===== src/rtl/spectral_reassignment_accumulator_assert.svh =====
// Assertion macros for the spectral reassignment accumulator.
// Used by the top level only; no other dependencies.
`ifndef SPECTRAL_REASSIGNMENT_ACCUMULATOR_ASSERT_SVH
`define SPECTRAL_REASSIGNMENT_ACCUMULATOR_ASSERT_SVH
`ifndef SYNTHESIS
`define SRA_ASSERT(lbl, expr) \
   lbl: assert property (@(posedge clock) disable iff (reset) (expr)) \
      else $error("sra assertion failed");
`define SRA_ASSERT_NEXT(lbl, ante, cons) \
   lbl: assert property (@(posedge clock) disable iff (reset) (ante) |=> (cons)) \
      else $error("sra assertion failed");
`else
`define SRA_ASSERT(lbl, expr)
`define SRA_ASSERT_NEXT(lbl, ante, cons)
`endif
`endif


===== src/rtl/sra_pkg.sv =====
// Shared constants, types and codes of the spectral reassignment accumulator.
// No dependencies.
`timescale 1ns / 1ps
package sra_pkg;
   localparam int FBIN_BITS      = 10;
   localparam int MAX_FREQ_BINS  = 1 << FBIN_BITS;
   localparam int MAX_INPUT_BINS = 1024;
   localparam int FRAME_BITS     = 4;
   localparam int FRAME_RING     = 1 << FRAME_BITS;
   localparam int ACC_WIDTH      = 40;
   localparam int ACC_ADDR_BITS  = FRAME_BITS + FBIN_BITS;
   localparam int ACC_DEPTH      = FRAME_RING * MAX_FREQ_BINS;
   localparam int GRID_WIDTH     = 31;
   localparam int DIV_W          = 40;
   localparam int DSR_W          = 28;
   localparam int DIV_CNT_W      = $clog2(DIV_W);
   localparam int X_W            = 42;
   localparam int PROD_W         = 54;

   typedef enum logic [1:0] {
      REQ_REASSIGN = 2'd0,
      REQ_LOAD     = 2'd1,
      REQ_READ     = 2'd2,
      REQ_NONE     = 2'd3
   } req_kind_type;

   typedef enum logic [2:0] {
      ST_ADDED     = 3'd0,
      ST_FREQ_OUT  = 3'd1,
      ST_LOW_POWER = 3'd2,
      ST_FREQ_LOCK = 3'd3,
      ST_TIME_LOCK = 3'd4,
      ST_GRID      = 3'd5,
      ST_READ      = 3'd6
   } status_type;

   typedef enum logic [2:0] {
      REG_NUM_BINS    = 3'd0,
      REG_FREQ_BINS   = 3'd1,
      REG_FRAME_SHIFT = 3'd2,
      REG_Q_THRESHOLD = 3'd3,
      REG_FREQ_LOCK   = 3'd4,
      REG_LOCK_BEFORE = 3'd5,
      REG_LOCK_AFTER  = 3'd6,
      REG_GRID_MODE   = 3'd7
   } reg_index_type;

   typedef struct packed {
      logic [10:0] num_bins;
      logic [10:0] freq_bins;
      logic [15:0] frame_shift;
      logic [31:0] q_threshold;
      logic [30:0] freq_lock;
      logic [2:0]  lock_before;
      logic [2:0]  lock_after;
      logic        grid_mode;
   } cfg_type;

   typedef struct packed {
      logic busy;
      logic done;
   } div_stat_type;
endpackage


===== src/rtl/sra_div.sv =====
// Shared restoring divider, one quotient bit per cycle.
// Depends on sra_pkg.
`timescale 1ns / 1ps
module sra_div import sra_pkg::*; (
   input  logic             clock,
   input  logic             reset,
   input  logic             start,
   input  logic [DIV_W-1:0] dividend,
   input  logic [DSR_W-1:0] divisor,
   output logic [DIV_W-1:0] quotient,
   output div_stat_type     stat
);
   logic [DIV_W-1:0]     dvd_ff, dvd_in;
   logic [DSR_W-1:0]     dsr_ff, dsr_in;
   logic [DSR_W-1:0]     rem_ff, rem_in;
   logic [DIV_CNT_W-1:0] cnt_ff, cnt_in;
   logic                 busy_ff, busy_in;
   logic                 done_ff, done_in;
   logic [DSR_W:0]       rem_sh;
   logic [DSR_W:0]       diff;
   logic                 ge;

   always_comb begin
      rem_sh  = {rem_ff, dvd_ff[DIV_W-1]};
      diff    = rem_sh - {1'b0, dsr_ff};
      ge      = rem_sh >= {1'b0, dsr_ff};
      dvd_in  = dvd_ff;
      dsr_in  = dsr_ff;
      rem_in  = rem_ff;
      cnt_in  = cnt_ff;
      busy_in = busy_ff;
      done_in = 1'b0;
      if (start) begin
         dvd_in  = dividend;
         dsr_in  = divisor;
         rem_in  = '0;
         cnt_in  = '0;
         busy_in = 1'b1;
      end else if (busy_ff) begin
         dvd_in = {dvd_ff[DIV_W-2:0], ge};
         rem_in = ge ? diff[DSR_W-1:0] : rem_sh[DSR_W-1:0];
         cnt_in = cnt_ff + 1'b1;
         if (cnt_ff == DIV_CNT_W'(DIV_W - 1)) begin
            busy_in = 1'b0;
            done_in = 1'b1;
         end
      end
   end

   always_ff @(posedge clock) begin
      if (reset) begin
         busy_ff <= 1'b0;
         done_ff <= 1'b0;
         cnt_ff  <= '0;
      end else begin
         busy_ff <= busy_in;
         done_ff <= done_in;
         cnt_ff  <= cnt_in;
      end
      dvd_ff <= dvd_in;
      dsr_ff <= dsr_in;
      rem_ff <= rem_in;
   end

   assign quotient  = dvd_ff;
   assign stat.busy = busy_ff;
   assign stat.done = done_ff;
endmodule


===== config.mk =====
export PLATFORM = sky130hd
export DESIGN_NAME = sra_div
export DESIGN_NICKNAME = d
export VERILOG_FILES = /design/src/rtl/spectral_reassignment_accumulator_assert.svh /design/src/rtl/sra_pkg.sv /design/src/rtl/sra_div.sv
export SDC_FILE = /design/constraint.sdc
export NUM_CORES = 1
export LEC_CHECK = 0
export BUFFER_PORTS_ARGS = -buffer_cell sky130_fd_sc_hd__buf_2
export CELL_PAD_IN_SITES_DETAIL_PLACEMENT = 1
export CELL_PAD_IN_SITES_GLOBAL_PLACEMENT = 1
export CORE_MARGIN = 4
export CORE_UTILIZATION = 47
export CTS_CLUSTER_DIAMETER = 100
export CTS_CLUSTER_SIZE = 16
export DETAILED_ROUTE_END_ITERATION = 7
export GPL_TIMING_DRIVEN = 0
export PLACE_DENSITY = 0.86
export SYNTH_ARGS = -nofsm -noshare
export SYNTH_HDL_FRONTEND = slang
export SYNTH_SLANG_ARGS = --single-unit

===== constraint.sdc =====
create_clock -name clock -period 3.95 [get_ports clock]
set_input_delay 0.79 -clock clock [delete_from_list [all_inputs] [get_ports clock]]
set_output_delay 0.79 -clock clock [all_outputs]
set_load 0.005 [all_outputs]

==> results of run 1 <==
logic make-up after synthesis:
family,Yosys count,synth area share [%]
AO/OA/AOI/OAI,114,13.5
XOR/XNOR,23,3.52
AND/OR/NAND/NOR,145,12.8
adder cells (fa/ha/maj),30,6.68
multiplexers,54,10.3
flip-flops,104,48.2
buffers and inverters,64,5.00
power breakdown:
part	switching (mW)	leakage [nW]	total, mW	internal [mW]
Clock	0.449	0.152	0.949	0.500
Sequential	0.0590	0.971	1.33	1.27
Combinational	0.409	1.86	0.710	0.302
Total	0.916	2.98	2.99	2.07
synthesized netlist by cell type, types with 10 or more instances:
master and instances:
o21ai_0 20, a211oi_1 17, xnor2_1 13, nor2_1 37
mux2i_1 14, edfxtp_1 68, nand2_1 27, nor3_1 13
nand3_1 13, xor2_1 10, mux2_2 40, a21oi_1 28
ha_1 29, dfxtp_1 36, inv_1 37, and3_1 14
clkbuf_1 15
sequential cells by signal, indices dropped and copies added, names as in the netlist:
name / flops
quotient: 40
dsr_ff: 28
rem_ff: 28
cnt_ff: 6
busy_ff: 1
done_ff: 1
final timing paths:
| kind | endpoint | slack, ns | cells past startpoint |
|---|---|---|---|
| setup / recovery | rem_ff[4] | 0.63 | 12 |
| hold / removal | rem_ff[12] | 0.50 | 1 |
| setup reg to reg | rem_ff[4] | 0.63 | 12 |
| hold reg to reg | rem_ff[12] | 0.50 | 1 |
metal layers:
layer	up-vias	GRT usage, %	share of wire (%)
met1	2364	28.7	39
met5	-	0	0
li1	2205	-	-
met3	45	7.75	6.3
met2	142	45.5	52
met4	0	9.63	2.6
worst max-delay path: cells and delay by family (launching register included):
kind,cells,cell delay [ns]
AOI/OAI and AO/OA,3,0.68
and+or+nand+nor,4,1.31
buffers and inverters,3,0.33
adders and majority gates,1,0.40
DFF,1,0.34
muxes,1,0.13
placed cells by master (no fill, tap or decap), drive strengths merged, types with 5 or more instances in the layout:
master	synthesis	routed
a21o	8	8
clkbuf	16	25
dfxtp	36	36
xnor2	13	13
ha	29	29
nor2	37	37
edfxtp	68	68
mux2	40	40
and3	14	14
nor2b	7	7
o31ai	5	5
or2	6	6
nand3	13	13
xor2	10	10
nor3	13	13
a21oi	29	29
o21ai	20	20
a211o	5	5
inv	37	40
mux2i	14	14
buf	11	123
a31oi	5	5
nand4	7	7
nand2	27	27
a211oi	17	17
through the flow:
step | worst slack [ns] | instances | power (mW)
floorplan | 1.35 | 534 | 1.79
global placement | 0.0362 | 793 | 1.99
detailed placement | 0.388 | 793 | 2.05
CTS | 0.667 | 809 | 3.00
global route | 0.441 | 809 | 3.13
finish | 0.633 | 809 | 2.99
area by class of cell:
class                           count  area [sq um]
Fill cell                        1344          5190
Sequential cell                   104          2760
Multi-Input combinational cell    366          2680
Timing Repair Buffer              112           561
Clock buffer                        9           225
Tap cell                          147           184
Buffer                             27           148
Inverter                           37           139
Clock inverter                      7          77.6
==> impl_metrics.env, run 1 <==
export IMPL_dpl_instance_area_sq_mm=0.00647
export IMPL_slowest_stage="nor4_1"
export IMPL_cap_viol_max_count=0
export IMPL_syn_inst=534
export IMPL_root_buffer="clkbuf_16"
export IMPL_area_growth_synth_to_final_pct=18.3
export IMPL_fin_crit_ns=3.32
export IMPL_r2r_start="dsr_ff[14]"
export IMPL_synthArstFlopShare_pct=0
export IMPL_antenna_found_initial=0
export IMPL_yosysWarnings=0
export IMPL_worst_path_most_repeated_cell="buf_6"
export IMPL_worst_endpoint_arrival_ns=3.57
export IMPL_grt_pass1_vias=5352
export IMPL_critical_path_required_ns=4.20
export IMPL_cts_tree="built"
export IMPL_coreArea_sq_mm=0.0120
export IMPL_finalHoldViolations=0
export IMPL_criticalPathCategory="flip-flop to flip-flop"
export IMPL_hold_buffers=0
export IMPL_drive_above_1_share_pct=28.9
export IMPL_grt_overflow=0
export IMPL_drt_wl_total_um=17600
export IMPL_syn_area_sq_mm=0.00573
export IMPL_dr_pass1_iters=4
export IMPL_clk_path_buf_depth=2
export IMPL_die_area_sq_mm=0.0140
export IMPL_max_vdd_ir_drop_uv=266
export IMPL_drv_slew=0
export IMPL_ant_nets=0
export IMPL_grt_max_degree=41
export IMPL_synth_edff_count=68
export IMPL_holdWs_ns=0.503
export IMPL_drt_vias_per_instance=5.88
export IMPL_p_leak_nw=2.98
export IMPL_post_cts_setup_buffer_count=0
export IMPL_cts_buffers=9
export IMPL_tns_ns=0
export IMPL_drtIter0Drc=289
export IMPL_clk_insertion_delay_late_ns=0.37
export IMPL_io_pins=113
export IMPL_vias=4756
export IMPL_synth_top_area_share_pct=35.6
export IMPL_synth_nets=635
export IMPL_status="finished clean"
export IMPL_holdCritStartpoint="rem_ff[12]"
export IMPL_synthFlopType="edfxtp_1"
export IMPL_yosysSeqAreaShare_pct=48.2
export IMPL_grt_usage_pct=25.5
export IMPL_die_h_um=118
export IMPL_crit_fanout=10
export IMPL_cts_max_level=3
export IMPL_utilization_pct=56.6
export IMPL_stdcell_area_sq_mm=0.00678
export IMPL_grt_pass1_wl_um=28200
export IMPL_dp_hpwl_um=12900
export IMPL_avgSynthCellArea_sq_um=10.7
export IMPL_relSlewSlack_pct=43.0
export IMPL_yosys_top_cells_area="edfxtp_1 (36%), dfxtp_1 (13%), mux2_2 (7.9%)"
export IMPL_min_path_type="flip-flop to flip-flop"
export IMPL_ys_types=59
export IMPL_wire_per_inst_um=21.8
export IMPL_nets=758
export IMPL_routabilityCongestion=0.901
export IMPL_num_antenna_cells=0
export IMPL_post_route_drc_count=0
export IMPL_fmax_mhz=301
export IMPL_crit_path_start_kind="flip-flop"
export IMPL_setup_viol=0
export IMPL_critPathCaptureType="flip-flop"
export IMPL_port_buffers=112
export IMPL_clk_pin_slew_ns=0.08
export IMPL_ctsResizeCount=0
export IMPL_period_share_pct=84.0
export IMPL_rsz0062_at_grt="no"
export IMPL_skew_ns=0.0136
export IMPL_setup_worst_path_start="dsr_ff[14]"
export IMPL_worst_pin_slew_ns=0.853
export IMPL_clock_sinks=104
export IMPL_synth_top_area_cell="edfxtp_1"
export IMPL_std_cell_rows=40
export IMPL_initial_core_util_pct=47.9
export IMPL_die_x_um=118
export IMPL_cpPeakStageDelay_ns=0.72
export IMPL_crit_chain="inv_1 > ha_1 > and3_1 > nand3_1 > nor4_1 > nor2b_1 > o311a_1 > o21a_1 > buf_6 > buf_6 > mux2i_1 > a211oi_1"
export IMPL_synth_seq_cells=104
export IMPL_powerDensity_mw_per_mm2=441
No activity file was read; power rests on OpenSTA's default activity.
==> run 2: changes to the inputs <==
--- a/config.mk
+++ b/config.mk
@@ -9,12 +9,12 @@
 export CELL_PAD_IN_SITES_DETAIL_PLACEMENT = 1
 export CELL_PAD_IN_SITES_GLOBAL_PLACEMENT = 1
 export CORE_MARGIN = 4
-export CORE_UTILIZATION = 47
+export CORE_UTILIZATION = 39
 export CTS_CLUSTER_DIAMETER = 100
 export CTS_CLUSTER_SIZE = 16
 export DETAILED_ROUTE_END_ITERATION = 7
 export GPL_TIMING_DRIVEN = 0
-export PLACE_DENSITY = 0.86
+export PLACE_DENSITY = 0.76
 export SYNTH_ARGS = -nofsm -noshare
 export SYNTH_HDL_FRONTEND = slang
 export SYNTH_SLANG_ARGS = --single-unit
==> constraint.sdc (replaced) <==
create_clock -name clock -period 2.9 [get_ports clock]
set_input_delay 0.58 -clock clock [delete_from_list [all_inputs] [get_ports clock]]
set_output_delay 0.58 -clock clock [all_outputs]
set_load 0.005 [all_outputs]
==> impl_metrics.env, run 2 (synthesis gave the netlist of run 1 again) <==
export IMPL_die_area_sq_mm=0.0167
export IMPL_cap_viol_max_count=0
export IMPL_largest_reg_flops=40
export IMPL_grt_busiest_layer="met2"
export IMPL_routabilityCongestion=0.877
export IMPL_antenna_found_initial=0
export IMPL_status="finished with violations"
export IMPL_die_x_um=129
export IMPL_num_fill_cells=1608
export IMPL_p_leak_nw=3.03
export IMPL_violations="setup timing"
export IMPL_finalHoldViolations=0
export IMPL_relSlewSlack_pct=50.1
export IMPL_grtUsageMet3_pct=6.10
export IMPL_fmax_mhz=337
export IMPL_fin_crit_ns=2.96
export IMPL_power_mw=4.09
export IMPL_dr_pass1_iters=4
export IMPL_clock_sinks=104
export IMPL_critical_path_required_ns=3.10
export IMPL_grt_usage_pct=20.0
export IMPL_setup_viol=3
export IMPL_grt_met2_usage_pct=35.4
export IMPL_vias=4678
export IMPL_mostFrequentLayoutCells="buf_2 (112), edfxtp_1 (68), mux2_2 (40)"
export IMPL_met1_usage_pct=23.7
export IMPL_cts_max_level=3
export IMPL_dp_hpwl_um=12200
export IMPL_area_growth_synth_to_final_pct=24.6
export IMPL_drive_above_1_share_pct=34.9
export IMPL_grt_pass1_vias=5017
export IMPL_post_route_drc_count=0
export IMPL_clk_pin_slew_ns=0.08
export IMPL_die_h_um=129
export IMPL_root_buffer="clkbuf_16"
export IMPL_min_path_type="primary input to flip-flop"
export IMPL_cts_tree="built"
export IMPL_clk_path_buf_depth=2
export IMPL_utilization_pct=49.3
export IMPL_nets=767
export IMPL_wire_per_inst_um=19.8
export IMPL_worst_pin_slew_ns=0.748
export IMPL_grt_pass1_wl_um=25900
export IMPL_fin_ws_ns=-0.0630
export IMPL_max_vdd_ir_drop_uv=268
export IMPL_initial_core_util_pct=39.6
export IMPL_crit_path_start_kind="flip-flop"
export IMPL_powerDensity_mw_per_mm2=573
export IMPL_critPathCaptureType="flip-flop"
export IMPL_holdWs_ns=0.387
export IMPL_cts_buffers=9
export IMPL_io_pins=113
export IMPL_worst_endpoint_arrival_ns=3.16
export IMPL_std_cell_rows=44
export IMPL_place_ws_ns=-0.626
export IMPL_drtIter0Drc=242
export IMPL_crit_fanout=10
export IMPL_layout_commonest_cell="buf_2"
export IMPL_grt_max_degree=41
export IMPL_grt_overflow=0
export IMPL_skew_ns=0.00971
export IMPL_coreArea_sq_mm=0.0145
export IMPL_criticalPathCategory="flip-flop to flip-flop"
export IMPL_port_buffers=112
export IMPL_drv_slew=0
export IMPL_tns_ns=-0.0770
export IMPL_clk_insertion_delay_late_ns=0.36
export IMPL_period_share_pct=102
export IMPL_drt_wl_total_um=17000
export IMPL_rsz0062_at_grt="yes"
export IMPL_drt_vias_per_instance=5.47
export IMPL_ant_nets=0
export IMPL_num_antenna_cells=0
## run 2: changes by cell type in the layout (fill, tap and decap cells not counted), moves of 3 or more
cell / before / now
a21oi_1: 28 / 25
and3_1: 14 / 10
and3_4: 0 / 4
buf_2: 115 / 112
buf_4: 4 / 13
ha_1: 29 / 19
ha_2: 0 / 5
ha_4: 0 / 5
mux2i_1: 14 / 11
mux2i_2: 0 / 3
nand3_1: 13 / 10
## run 2: timing repair
item                       CTS  global route
setup endpoints to repair   70            70
gates resized for setup     12            52
hold buffers                 0             0
setup buffers                3             6
pin swaps                    9            10
## run 2: final timing paths
| check | from | endpoint | slack [ns] | cells after the start |
|---|---|---|---|---|
| min | reset | busy_ff | 0.39 | 2 |
| max | dsr_ff[1] | rem_ff[4] | -0.06 | 12 |
| max reg2reg | dsr_ff[1] | rem_ff[4] | -0.06 | 12 |
| min reg2reg | cnt_ff[5] | cnt_ff[5] | 0.50 | 2 |
## run 2: per-layer routing
layer | vias up | share of wire, %
li1 | 2228 | -
met4 | 0 | 1.3
met3 | 18 | 6.7
met1 | 2309 | 40
met5 | - | 0
met2 | 123 | 52
## run 2: through the flow
| step | area (sq um) | std cells |
|---|---|---|
| after CTS | 6890 | 849 |
| after global placement | 6520 | 830 |
| after global routing | 7140 | 855 |
| final | 7140 | 855 |
| after detailed placement | 6520 | 830 |
| after floorplan | 5730 | 534 |
## run 2: worst max-delay path, stage by stage (launching register included)
cell	delay, ns
edfxtp_1	0.39
inv_1	0.06
ha_1	0.31
nor2b_1	0.16
o21ai_2	0.19
nand4_1	0.22
a311oi_4	0.37
o311a_1	0.22
o21a_1	0.16
buf_6	0.16
buf_12	0.15
mux2i_2	0.26
a211oi_1	0.12
## run 2: area by class of cell
cell class	instances	area [sq um]	area share, %
Inverter	37	141	1.98
Multi-Input combinational cell	366	2900	40.6
Clock buffer	9	225	3.16
Tap cell	184	230	3.23
Buffer	27	188	2.63
Clock inverter	7	58.8	0.824
Timing Repair Buffer	121	631	8.83
Sequential cell	104	2760	38.7
## run 2: where the power goes
group          total, mW  switching [mW]  internal, mW
combinational       1.07           0.585         0.489
sequential          1.81          0.0811          1.73
clock               1.21           0.606         0.601
