--- config.mk ---
export PLATFORM = sky130hd
export DESIGN_NAME = sra_csr
export DESIGN_NICKNAME = d
export VERILOG_FILES = /design/src/rtl/spectral_reassignment_accumulator_assert.svh /design/src/rtl/sra_pkg.sv /design/src/rtl/sra_csr.sv
export SDC_FILE = /design/constraint.sdc
export NUM_CORES = 1
export LEC_CHECK = 0
export BUFFER_PORTS_ARGS = -buffer_cell sky130_fd_sc_hd__buf_2
export CAP_MARGIN = 10
export CORE_MARGIN = 5
export CORE_UTILIZATION = 54
export CTS_BUF_LIST = sky130_fd_sc_hd__clkbuf_2
export CTS_CLUSTER_SIZE = 24
export DETAILED_ROUTE_END_ITERATION = 10
export PLACE_DENSITY = 0.88
export SETUP_SLACK_MARGIN = 0.2
export SYNTH_ARGS = -nofsm -noshare
export SYNTH_HDL_FRONTEND = slang
export SYNTH_SLANG_ARGS = --single-unit
--- constraint.sdc ---
create_clock -name clock -period 4.9 [get_ports clock]
set_input_delay 1.225 -clock clock [delete_from_list [all_inputs] [get_ports clock]]
set_output_delay 1.225 -clock clock [all_outputs]
set_load 0.01 [all_outputs]
--- src/rtl/spectral_reassignment_accumulator_assert.svh ---
// Assertion macros for the spectral reassignment accumulator.
// Used by the top level only; no other dependencies.
`ifndef SPECTRAL_REASSIGNMENT_ACCUMULATOR_ASSERT_SVH
`define SPECTRAL_REASSIGNMENT_ACCUMULATOR_ASSERT_SVH
`ifndef SYNTHESIS
`define SRA_ASSERT(lbl, expr) \
   lbl: assert property (@(posedge clock) disable iff (reset) (expr)) \
      else $error("sra assertion failed");
`define SRA_ASSERT_NEXT(lbl, ante, cons) \
   lbl: assert property (@(posedge clock) disable iff (reset) (ante) |=> (cons)) \
      else $error("sra assertion failed");
`else
`define SRA_ASSERT(lbl, expr)
`define SRA_ASSERT_NEXT(lbl, ante, cons)
`endif
`endif

--- src/rtl/sra_pkg.sv ---
// Shared constants, types and codes of the spectral reassignment accumulator.
// No dependencies.
`timescale 1ns / 1ps
package sra_pkg;
   localparam int FBIN_BITS      = 10;
   localparam int MAX_FREQ_BINS  = 1 << FBIN_BITS;
   localparam int MAX_INPUT_BINS = 1024;
   localparam int FRAME_BITS     = 4;
   localparam int FRAME_RING     = 1 << FRAME_BITS;
   localparam int ACC_WIDTH      = 40;
   localparam int ACC_ADDR_BITS  = FRAME_BITS + FBIN_BITS;
   localparam int ACC_DEPTH      = FRAME_RING * MAX_FREQ_BINS;
   localparam int GRID_WIDTH     = 31;
   localparam int DIV_W          = 40;
   localparam int DSR_W          = 28;
   localparam int DIV_CNT_W      = $clog2(DIV_W);
   localparam int X_W            = 42;
   localparam int PROD_W         = 54;

   typedef enum logic [1:0] {
      REQ_REASSIGN = 2'd0,
      REQ_LOAD     = 2'd1,
      REQ_READ     = 2'd2,
      REQ_NONE     = 2'd3
   } req_kind_type;

   typedef enum logic [2:0] {
      ST_ADDED     = 3'd0,
      ST_FREQ_OUT  = 3'd1,
      ST_LOW_POWER = 3'd2,
      ST_FREQ_LOCK = 3'd3,
      ST_TIME_LOCK = 3'd4,
      ST_GRID      = 3'd5,
      ST_READ      = 3'd6
   } status_type;

   typedef enum logic [2:0] {
      REG_NUM_BINS    = 3'd0,
      REG_FREQ_BINS   = 3'd1,
      REG_FRAME_SHIFT = 3'd2,
      REG_Q_THRESHOLD = 3'd3,
      REG_FREQ_LOCK   = 3'd4,
      REG_LOCK_BEFORE = 3'd5,
      REG_LOCK_AFTER  = 3'd6,
      REG_GRID_MODE   = 3'd7
   } reg_index_type;

   typedef struct packed {
      logic [10:0] num_bins;
      logic [10:0] freq_bins;
      logic [15:0] frame_shift;
      logic [31:0] q_threshold;
      logic [30:0] freq_lock;
      logic [2:0]  lock_before;
      logic [2:0]  lock_after;
      logic        grid_mode;
   } cfg_type;

   typedef struct packed {
      logic busy;
      logic done;
   } div_stat_type;
endpackage

--- src/rtl/sra_csr.sv ---
// Configuration register file behind an APB-style port.
// Depends on sra_pkg.
`timescale 1ns / 1ps
module sra_csr import sra_pkg::*; (
   input  logic        clock,
   input  logic        reset,
   input  logic        csr_psel,
   input  logic        csr_penable,
   input  logic        csr_pwrite,
   input  logic [4:0]  csr_paddr,
   input  logic [31:0] csr_pwdata,
   output logic [31:0] csr_prdata,
   output logic        csr_pready,
   output cfg_type     cfg
);
   cfg_type       cfg_ff, cfg_in;
   reg_index_type idx;
   logic          wr;

   assign idx = reg_index_type'(csr_paddr[4:2]);
   assign wr  = csr_psel & csr_penable & csr_pwrite;

   always_comb begin
      cfg_in = cfg_ff;
      if (wr) begin
         case (idx)
            REG_NUM_BINS:    cfg_in.num_bins    = csr_pwdata[10:0];
            REG_FREQ_BINS:   cfg_in.freq_bins   = csr_pwdata[10:0];
            REG_FRAME_SHIFT: cfg_in.frame_shift = csr_pwdata[15:0];
            REG_Q_THRESHOLD: cfg_in.q_threshold = csr_pwdata;
            REG_FREQ_LOCK:   cfg_in.freq_lock   = csr_pwdata[30:0];
            REG_LOCK_BEFORE: cfg_in.lock_before = csr_pwdata[2:0];
            REG_LOCK_AFTER:  cfg_in.lock_after  = csr_pwdata[2:0];
            REG_GRID_MODE:   cfg_in.grid_mode   = csr_pwdata[0];
            default:         cfg_in = cfg_ff;
         endcase
      end
   end

   always_comb begin
      case (idx)
         REG_NUM_BINS:    csr_prdata = {21'd0, cfg_ff.num_bins};
         REG_FREQ_BINS:   csr_prdata = {21'd0, cfg_ff.freq_bins};
         REG_FRAME_SHIFT: csr_prdata = {16'd0, cfg_ff.frame_shift};
         REG_Q_THRESHOLD: csr_prdata = cfg_ff.q_threshold;
         REG_FREQ_LOCK:   csr_prdata = {1'b0, cfg_ff.freq_lock};
         REG_LOCK_BEFORE: csr_prdata = {29'd0, cfg_ff.lock_before};
         REG_LOCK_AFTER:  csr_prdata = {29'd0, cfg_ff.lock_after};
         REG_GRID_MODE:   csr_prdata = {31'd0, cfg_ff.grid_mode};
         default:         csr_prdata = '0;
      endcase
   end

   always_ff @(posedge clock) begin
      if (reset) begin
         cfg_ff.num_bins    <= 11'd257;
         cfg_ff.freq_bins   <= 11'd257;
         cfg_ff.frame_shift <= 16'd10;
         cfg_ff.q_threshold <= '0;
         cfg_ff.freq_lock   <= '0;
         cfg_ff.lock_before <= '0;
         cfg_ff.lock_after  <= '0;
         cfg_ff.grid_mode   <= 1'b0;
      end else begin
         cfg_ff <= cfg_in;
      end
   end

   assign csr_pready = 1'b1;
   assign cfg        = cfg_ff;
endmodule

==> summary.md, run 1 <==
| Metric | Value |
|---|---|
| Status | `complete, no violations` |
| Yosys cell types | `30` |
| Comb power frac | `8.7%` |
| Port Buf Inserts | `179` |
| Final worst path period need | `4420 ps` |
| NumNets Final | `801` |
| Final weighted congestion in routability-driven placement | `0.794` |
| Worst stage delay on the critical path | `860 ps` |
| Switching share of power | `27.4%` |
| Post-route clock period utilization | `90.1%` |
| Initial Utilization | `55.8%` |
| Synth area leader | `dfxtp_1` |
| FF-to-FF setup slack | `4150 ps` |
| Post-cts sizing count | `0` |
| Post-Syn Nets | `650` |
| Leak Pwr | `2.41 nW` |
| Internal | `0.992 mW` |
| Num CTS Buffers | `9` |
| Main combinational cell family by area after synthesis | `simple AND/OR/NAND/NOR gates` |
| Via count | `4,936` |
| Warnings, synthesis | `0` |
| R2R Path Start | `cfg[105]` |
| CP max FO | `24` |
| Netlist Area Pre-Place | `0.00463 mm^2` |
| F_max | `226 MHz` |
| Worst r2r path cells | `2` |
| Required time worst endpoint | `3670 ps` |
| Worst Skew | `0 ps` |
| CP Data Arrival Time | `3190 ps` |
| Yosys top cell area share | `46.7%` |
| Simple-Gate Fraction of Synth Area | `23.1%` |
| Gr ovfl total | `0` |
| Layout Area Growth over Synthesis | `20.7%` |
| Power per cell area | `245 mW/mm^2` |
| I/O Pins | `183` |
| Global-route usage over all layers | `27.1%` |
| Slew HR | `23.7%` |
| Post-synthesis compound-gate area fraction | `20.0%` |
| RSZ-0062 raised after global routing | `no` |
| Max Cap Viol | `0` |
| TritonRoute pass-1 iters | `5` |
| Post-Route Hold Slack | `490 ps` |
| CP max-delay cell | `nor2_1` |
| CP cell instances | `buf_2 > nand2b_1 > buf_4 > nor2_1 > a22o_1 > buf_2` |
| Worst Setup EP | `csr_prdata[18]` |
| Fillers | `706` |
| DR vias/cell | `5.68` |
| Placed Cells | `853` |
| Inserted Diodes | `0` |
| First DRT Iteration DRCs | `264` |
| Critical R2R Capture | `cfg[105]` |
| Vias in the first global route | `4,686` |
| Setup Viol. Count Final | `0` |
| Final std cells w/o fill | `869` |
| Detailed Route WL | `14.5 mm` |
| Fin. Hold Viols | `0` |
| WL/cell | `16.6 um` |
| Critical Path End Type | `output port` |
| H-tree depth | `3` |
| Worst-margin pin slew | `1140 ps` |
| Initial antenna violation count | `0` |
| Setup crit start kind | `input pin` |
| Max reg flops | `108` |
| Synth Area in Adders | `0%` |
| Die width | `103 um` |
| Main area contributors after synthesis | `dfxtp_1 47%, nand2_1 17%, a21oi_1 13%` |
| Synth Area in XOR/XNOR | `0%` |
| Seq/Total Area, Yosys | `46.7%` |
| Setup bufs post-CTS | `0` |
| Sequential share of power | `65.4%` |
| Hold_buf cts | `0` |
| Post-synthesis register bit count | `108` |
| Clock Latency Late Sink | `550 ps` |
| Std-Cell Rows | `33` |
| Dpl ws | `479 ps` |
| Floorplan die area | `0.0105 mm^2` |
| Hold Crit Class | `flop to flop` |
| Final WS setup | `485 ps` |
| Worst VDD drop | `0.160 mV` |
| CTS root buffer | `clkbuf_2` |
| Crit-path most repeated cell | `buf_2` |
| CTS max path bufs | `2` |
| Largest net degree at the start of global routing | `113` |
| Critical path class | `input pin to output port` |
| Antenna Nets Post-Route | `0` |
| Clock Pin Slew Worst Setup and Hold Paths | `280 ps` |
| Crit path from | `csr_paddr[4]` |
| Reported net switching power | `0.374 mW` |
| DR DRC count | `0` |
| First-pass GRT wire length | `22.6 mm` |
| Chip height | `103 um` |
| Clk sink count | `108` |
| Mapped Cells | `608` |
| Core area | `0.00830 mm^2` |
| Setup TNS | `0 ps` |
| Max Slew Vio Count | `0` |
| Hpwl dp | `9.98 mm` |
| Multiplexer area fraction after synthesis | `4.60%` |
| Share of layout cells above drive strength 1 | `27.5%` |
| CTS tree | `built` |
| Mean area per synthesized cell | `7.61 um^2` |
| Clock share of power | `25.9%` |
[cell usage in the layout (no fill, tap or decap), drive strengths merged, types with 3 or more instances in the layout]
master,netlist,routed
a21oi,120,120
a22o,15,15
a22oi,4,4
buf,26,187
clkbuf,21,9
clkinv,2,6
dfxtp,108,108
inv,5,7
mux2i,19,19
nand2,210,210
nor2,22,22
nor3,16,16
o21ai,14,14
o22a,5,5
o22ai,5,5
or2,3,3
[power groups by stage]
stage	clock, mW	sequential (mW)	combinational (mW)
global route	0.390	0.896	0.130
global placement	0	0.909	0.115
CTS	0.358	0.894	0.118
detailed placement	0	0.909	0.118
finish	0.354	0.894	0.119
floorplan	0	0.911	0.0640
[cells in the mapped netlist]
cell type,instances
nand2_1,210
a21oi_1,120
dfxtp_1,108
clkbuf_1,21
nor2_1,21
mux2i_1,19
buf_2,18
a22o_1,15
o21ai_0,14
nor3_1,12
buf_4,7
inv_1,5
o22a_1,5
o22ai_1,5
a22oi_1,4
nor3_2,4
or2_1,3
clkinv_1,2
nand2b_1,2
nand3_1,2
or3_1,2
and2_1,1
buf_1,1
conb_1,1
mux4_2,1
nand4_2,1
nand4b_4,1
nor2_2,1
o311a_1,1
o32a_1,1
[cells by family after synthesis]
logic type / after synthesis
compound gates: 165
simple gates: 260
flops: 108
mux: 20
buf+inv: 54
other cells: 1
[worst min-delay path by stage]
| stage | startpoint | end | slack (ps) | cells past startpoint |
|---|---|---|---|---|
| floorplan | cfg[69] | cfg[69] | 490 | 2 |
| global placement | cfg[36] | cfg[36] | 450 | 2 |
| detailed placement | cfg[67] | cfg[67] | 460 | 2 |
| CTS | cfg[101] | cfg[101] | 490 | 2 |
| global route | cfg[67] | cfg[67] | 510 | 2 |
| finish | cfg[104] | cfg[104] | 490 | 2 |
[worst max-delay path, delay by kind of cell]
family	cells	cell delay (ps)
AND/OR/NAND/NOR	2	1080
AO/OA/AOI/OAI	1	280
buffers and inverters	3	580
[final cells by class]
| type | count | area, um^2 | share of cell area (%) |
|---|---|---|---|
| Sequential cell | 108 | 2160 | 38.7 |
| Multi-Input combinational cell | 446 | 2220 | 39.7 |
| Clock inverter | 7 | 41.3 | 0.740 |
| Timing Repair Buffer | 187 | 958 | 17.2 |
| Inverter | 7 | 26.3 | 0.471 |
| Clock buffer | 9 | 45.0 | 0.807 |
| Tap cell | 105 | 131 | 2.35 |
[through the flow]
step | area [um^2] | utilization [%] | total power, mW
after floorplan | 4630 | - | 0.975
after global placement | 5500 | 66.2 | 1.02
after detailed placement | 5500 | 66.2 | 1.03
after CTS | 5580 | 67.3 | 1.37
after global routing | 5580 | 67.3 | 1.41
final | 5580 | 67.3 | 1.37
[metal layers]
metal  GRT usage [%]  wire (um)  vias to the layer above
met1            33.1       5540                     2294
li1                -          -                     2339
met3            5.55       1540                       33
met4            9.89        275                        0
met2            47.2       7100                      270
met5               0          0                        -
(Power assumes the default switching activity.)
==> run 2, diff against run 1 <==
==> constraint.sdc (replaced) <==
create_clock -name clock -period 5.6 [get_ports clock]
set_input_delay 1.4 -clock clock [delete_from_list [all_inputs] [get_ports clock]]
set_output_delay 1.4 -clock clock [all_outputs]
set_load 0.01 [all_outputs]
==> summary.md, run 2 (synthesized netlist as in run 1, its figures left out) <==
| Metric | Value |
|---|---|
| Critical path class | `input pin to output port` |
| Post-cts sizing count | `0` |
| Fillers | `741` |
| Floorplan die area | `0.0105 mm^2` |
| Area occupied by multi-input gates | `0.00222 mm^2` |
| RSZ-0062 raised after global routing | `no` |
| Clk sink count | `108` |
| Global-route usage over all layers | `27.6%` |
| Leak Pwr | `2.42 nW` |
| Commonest cells after routing, fill and taps aside | `210 x nand2_1, 178 x buf_2, 120 x a21oi_1` |
| Initial antenna violation count | `0` |
| Antenna Nets Post-Route | `0` |
| TritonRoute pass-1 iters | `6` |
| Worst VDD drop | `0.129 mV` |
| Clock Latency Late Sink | `550 ps` |
| DR vias/cell | `5.71` |
| Power per cell area | `222 mW/mm^2` |
| CTS tree | `built` |
| Sequential share of power | `62.8%` |
| Fin. Hold Viols | `0` |
| CP Data Arrival Time | `3260 ps` |
| Commonest non-fill, non-tap cell in the layout | `nand2_1` |
| CP max-delay cell | `buf_2` |
| Register Area | `0.00216 mm^2` |
| DR DRC count | `0` |
| Hold_buf cts | `0` |
| Dpl ws | `957 ps` |
| WL/cell | `16.9 um` |
| Slew HR | `24.0%` |
| Comb power frac | `8.4%` |
| Final WS setup | `936 ps` |
| I/O Pins | `183` |
| Die width | `103 um` |
| Detailed Route WL | `14.7 mm` |
| Setup crit start kind | `input pin` |
| CTS max path bufs | `2` |
| Final worst path period need | `4660 ps` |
| Layout Area Growth over Synthesis | `21.2%` |
| Critical Path End Type | `output port` |
| Setup TNS | `0 ps` |
| Final weighted congestion in routability-driven placement | `0.826` |
| Share of layout cells above drive strength 1 | `27.8%` |
| Worst Hold Launch | `cfg[38]` |
| CP max FO | `39` |
| Clock Pin Slew Worst Setup and Hold Paths | `260 ps` |
| F_max | `214 MHz` |
| Internal | `0.915 mW` |
| Inserted Diodes | `0` |
| Clock share of power | `28.8%` |
| NumNets Final | `800` |
| Switching share of power | `26.6%` |
| Vias in the first global route | `4,677` |
| First-pass GRT wire length | `23.0 mm` |
| Worst stage delay on the critical path | `640 ps` |
| Core area | `0.00830 mm^2` |
| Hold Path Sink | `cfg[38]` |
| Largest net degree at the start of global routing | `113` |
| Crit-path most repeated cell | `buf_2` |
| Gr ovfl total | `0` |
| First DRT Iteration DRCs | `331` |
| Setup Viol. Count Final | `0` |
| R2R Path Start | `cfg[86]` |
| Chip height | `103 um` |
| CTS root buffer | `clkbuf_2` |
| Reported net switching power | `0.331 mW` |
| Critical R2R Capture | `cfg[86]` |
| Setup bufs post-CTS | `0` |
| Post-route clock period utilization | `83.3%` |
| Required time worst endpoint | `4200 ps` |
| FF-to-FF setup slack | `4810 ps` |
| Via count | `4,952` |
| Worst r2r path cells | `2` |
| Max Slew Vio Count | `0` |
| Worst Skew | `0 ps` |
| Max reg flops | `108` |
| Worst-margin pin slew | `1140 ps` |
| H-tree depth | `3` |
| Max Cap Viol | `0` |
| Hpwl dp | `10.1 mm` |
| Std-Cell Rows | `33` |
| Hold path cells | `2` |
| Initial Utilization | `55.8%` |
| Num CTS Buffers | `9` |
| Status | `complete, no violations` |
| Hold Crit Class | `flop to flop` |
| CP cell instances | `buf_2 > nand2b_1 > nor2_1 > buf_4 > a22o_1 > buf_2` |
| Port Buf Inserts | `179` |
run 2: cell count changes in the layout (fill, tap and decap cells not counted), sizes merged:
cell,previous run,this run
bufinv,0,1
clkinv,6,4
buf,187,186
inv,7,6
clkinvlp,1,3
run 2: critical path: cells and delay by family:
family | cells | cell delay [ps]
AO/OA/AOI/OAI | 1 | 180
buffers and inverters | 3 | 1020
AND/OR/NAND/NOR | 2 | 620
run 2: how the worst max path moves through the flow:
stage | startpoint | to | slack, ps | cells past startpoint
after floorplan | csr_paddr[2] | csr_prdata[16] | 1740 | 5
after global placement | csr_paddr[3] | csr_prdata[18] | 1010 | 6
after detailed placement | csr_paddr[3] | csr_prdata[18] | 960 | 6
after CTS | csr_paddr[3] | csr_prdata[18] | 950 | 6
after global routing | csr_paddr[3] | csr_prdata[18] | 770 | 6
final | csr_paddr[3] | csr_prdata[18] | 940 | 6
run 2: per-stage QoR:
stage	hold slack [ps]	instances	power, mW	utilization (%)	cell area (um^2)
2_1_floorplan	488	608	0.853	-	4630
4_1_cts	487	868	1.25	67.6	5610
5_1_grt	498	868	1.29	67.6	5610
3_5_place_dp	461	852	0.898	66.1	5490
6_report	484	868	1.25	67.6	5610
3_3_place_gp	454	852	0.894	66.1	5490
run 2: cell type report:
cell class,count,area share (%)
timing repair buffer,186,17.0
sequential,108,38.5
tap,105,2.34
clock inverter,7,1.34
multi-input combinational,446,39.5
inverter,7,0.468
clock buffer,9,0.803
run 2: power by group through the flow:
stage                     combinational (mW)  clock (mW)  sequential [mW]
after global placement                0.0994           0            0.795
after detailed placement               0.103           0            0.795
after floorplan                       0.0560           0            0.797
after global routing                   0.113       0.394            0.784
final                                  0.104       0.359            0.782
after CTS                              0.103       0.363            0.782
run 2: layer usage:
layer | global-route usage (%) | share of wire, % | vias up
li1 | - | - | 2332
met4 | 10.2 | 1.7 | 0
met3 | 5.55 | 11 | 29
met1 | 33.6 | 38 | 2310
met2 | 48.1 | 49 | 281
met5 | 0 | 0 | -
==> run 3, diff against run 2 <==
--- a/config.mk
+++ b/config.mk
@@ -8,11 +8,11 @@
 export BUFFER_PORTS_ARGS = -buffer_cell sky130_fd_sc_hd__buf_2
 export CAP_MARGIN = 10
 export CORE_MARGIN = 5
-export CORE_UTILIZATION = 54
+export CORE_UTILIZATION = 45
 export CTS_BUF_LIST = sky130_fd_sc_hd__clkbuf_2
 export CTS_CLUSTER_SIZE = 24
 export DETAILED_ROUTE_END_ITERATION = 10
-export PLACE_DENSITY = 0.88
+export PLACE_DENSITY = 0.78
 export SETUP_SLACK_MARGIN = 0.2
 export SYNTH_ARGS = -nofsm -noshare
 export SYNTH_HDL_FRONTEND = slang
==> constraint.sdc (replaced) <==
create_clock -name clock -period 3.75 [get_ports clock]
set_input_delay 0.9375 -clock clock [delete_from_list [all_inputs] [get_ports clock]]
set_output_delay 0.9375 -clock clock [all_outputs]
set_load 0.01 [all_outputs]
==> summary.md, run 3 (synthesized netlist as in run 1, its figures left out) <==
| Metric | Value |
|---|---|
| Share of layout cells above drive strength 1 | `28.4%` |
| Post-route clock period utilization | `88.2%` |
| Critical Path End Type | `output port` |
| Antenna Nets Post-Route | `0` |
| Layout Area Growth over Synthesis | `23.2%` |
| Max Cap Viol | `0` |
| CP Data Arrival Time | `2370 ps` |
| Max Slew Vio Count | `0` |
| CTS max path bufs | `2` |
| DR vias/cell | `5.44` |
| Inserted Diodes | `0` |
| Setup crit start kind | `input pin` |
| Die width | `111 um` |
| Clock Pin Slew Worst Setup and Hold Paths | `270 ps` |
| R2R Path Start | `cfg[105]` |
| Commonest cells after routing, fill and taps aside | `210 x nand2_1, 178 x buf_2, 120 x a21oi_1` |
| Initial Utilization | `45.4%` |
| Slew HR | `37.5%` |
| Status | `complete, no violations` |
| F_max | `302 MHz` |
| Port Buf Inserts | `179` |
| Required time worst endpoint | `2810 ps` |
| Largest net degree at the start of global routing | `90` |
| CTS root buffer | `clkbuf_2` |
| Global-route usage over all layers | `23.3%` |
| Power per cell area | `325 mW/mm^2` |
| Worst Skew | `0 ps` |
| Chip height | `111 um` |
| DR DRC count | `0` |
| Crit-path most repeated cell | `buf_2` |
| Floorplan die area | `0.0124 mm^2` |
| Final weighted congestion in routability-driven placement | `0.852` |
| Setup Viol. Count Final | `0` |
| Commonest non-fill, non-tap cell in the layout | `nand2_1` |
| RSZ-0062 raised after global routing | `no` |
| CTS tree | `built` |
| Setup TNS | `0 ps` |
| Fin. Hold Viols | `0` |
| Hold Crit Class | `flop to flop` |
| Worst VDD drop | `0.137 mV` |
| NumNets Final | `808` |
| Clk sink count | `108` |
| Final worst path period need | `3310 ps` |
| H-tree depth | `3` |
| Vias in the first global route | `4,840` |
| WL/cell | `16.3 um` |
| Setup bufs post-CTS | `0` |
| Std-Cell Rows | `37` |
| First-pass GRT wire length | `24.0 mm` |
| CP max-delay cell | `nor2_1` |
| Hpwl dp | `10.4 mm` |
| Placed Cells | `891` |
| Core area | `0.0102 mm^2` |
| Clock Latency Late Sink | `540 ps` |
| CP cell instances | `buf_2 > clkinv_1 > nor2_1 > a21oi_1 > o21ai_0 > buf_2` |
| Hold_buf cts | `0` |
| CP max FO | `9` |
| Worst stage delay on the critical path | `430 ps` |
| Tot Pwr | `1.86 mW` |
| Post-cts sizing count | `0` |
| Detailed Route WL | `14.8 mm` |
| TritonRoute pass-1 iters | `5` |
| First DRT Iteration DRCs | `295` |
| Final std cells w/o fill | `907` |
| Max reg flops | `108` |
| Num CTS Buffers | `9` |
| I/O Pins | `183` |
| Critical path class | `input pin to output port` |
| Worst Hold Launch | `cfg[68]` |
| Via count | `4,930` |
| Gr ovfl total | `0` |
| Initial antenna violation count | `0` |
| Leak Pwr | `2.46 nW` |
| Worst-margin pin slew | `938 ps` |
| Crit path from | `csr_paddr[4]` |
==> run 3: cell count changes in the layout (fill, tap and decap cells not counted), sizes merged <==
cell	change
inv	-1
clkinvlp	-1
buf	+8
clkinv	+2
==> run 3: routing by layer <==
layer,share of wire [%],wire length (um),global-route usage [%]
met3,9.9,1460,6.41
met5,0,0,0
met2,48,7090,39.7
met4,1.5,220,8.03
met1,41,6060,28.3
==> run 3: worst paths after layout <==
path	to	slack [ps]	cells past startpoint
worst min-delay path	cfg[68]	490	2
worst max-delay path	csr_prdata[2]	440	6
worst max register to register	cfg[105]	3000	2
worst min register to register	cfg[68]	490	2
==> run 3: through the flow <==
stage / hold WS (ps) / cell area (um^2) / util (%) / setup WS [ps]
floorplan: 488 / 4630 / - / 818
global placement: 452 / 5590 / 54.9 / 560
detailed placement: 461 / 5590 / 54.9 / 445
CTS: 491 / 5700 / 56.0 / 449
global route: 509 / 5700 / 56.0 / 279
finish: 489 / 5700 / 56.0 / 443
==> run 3: worst max-delay path, delay by kind of cell <==
kind                   cells  cell delay (ps)
buffers and inverters      3              690
and+or+nand+nor            1              430
AOI/OAI and AO/OA          2              300
==> run 3: power breakdown <==
part           switching [mW]  internal, mW
sequential            0.00675          1.16
combinational           0.108        0.0537
clock                   0.376         0.150
==> run 3: area by class of cell <==
cell class                      count  area (um^2)
Fill cell                         978         4480
Multi-Input combinational cell    446         2220
Sequential cell                   108         2160
Timing Repair Buffer              194         1010
Tap cell                          136          170
Clock inverter                      7         67.6
Clock buffer                        9         45.0
Inverter                            7         26.3
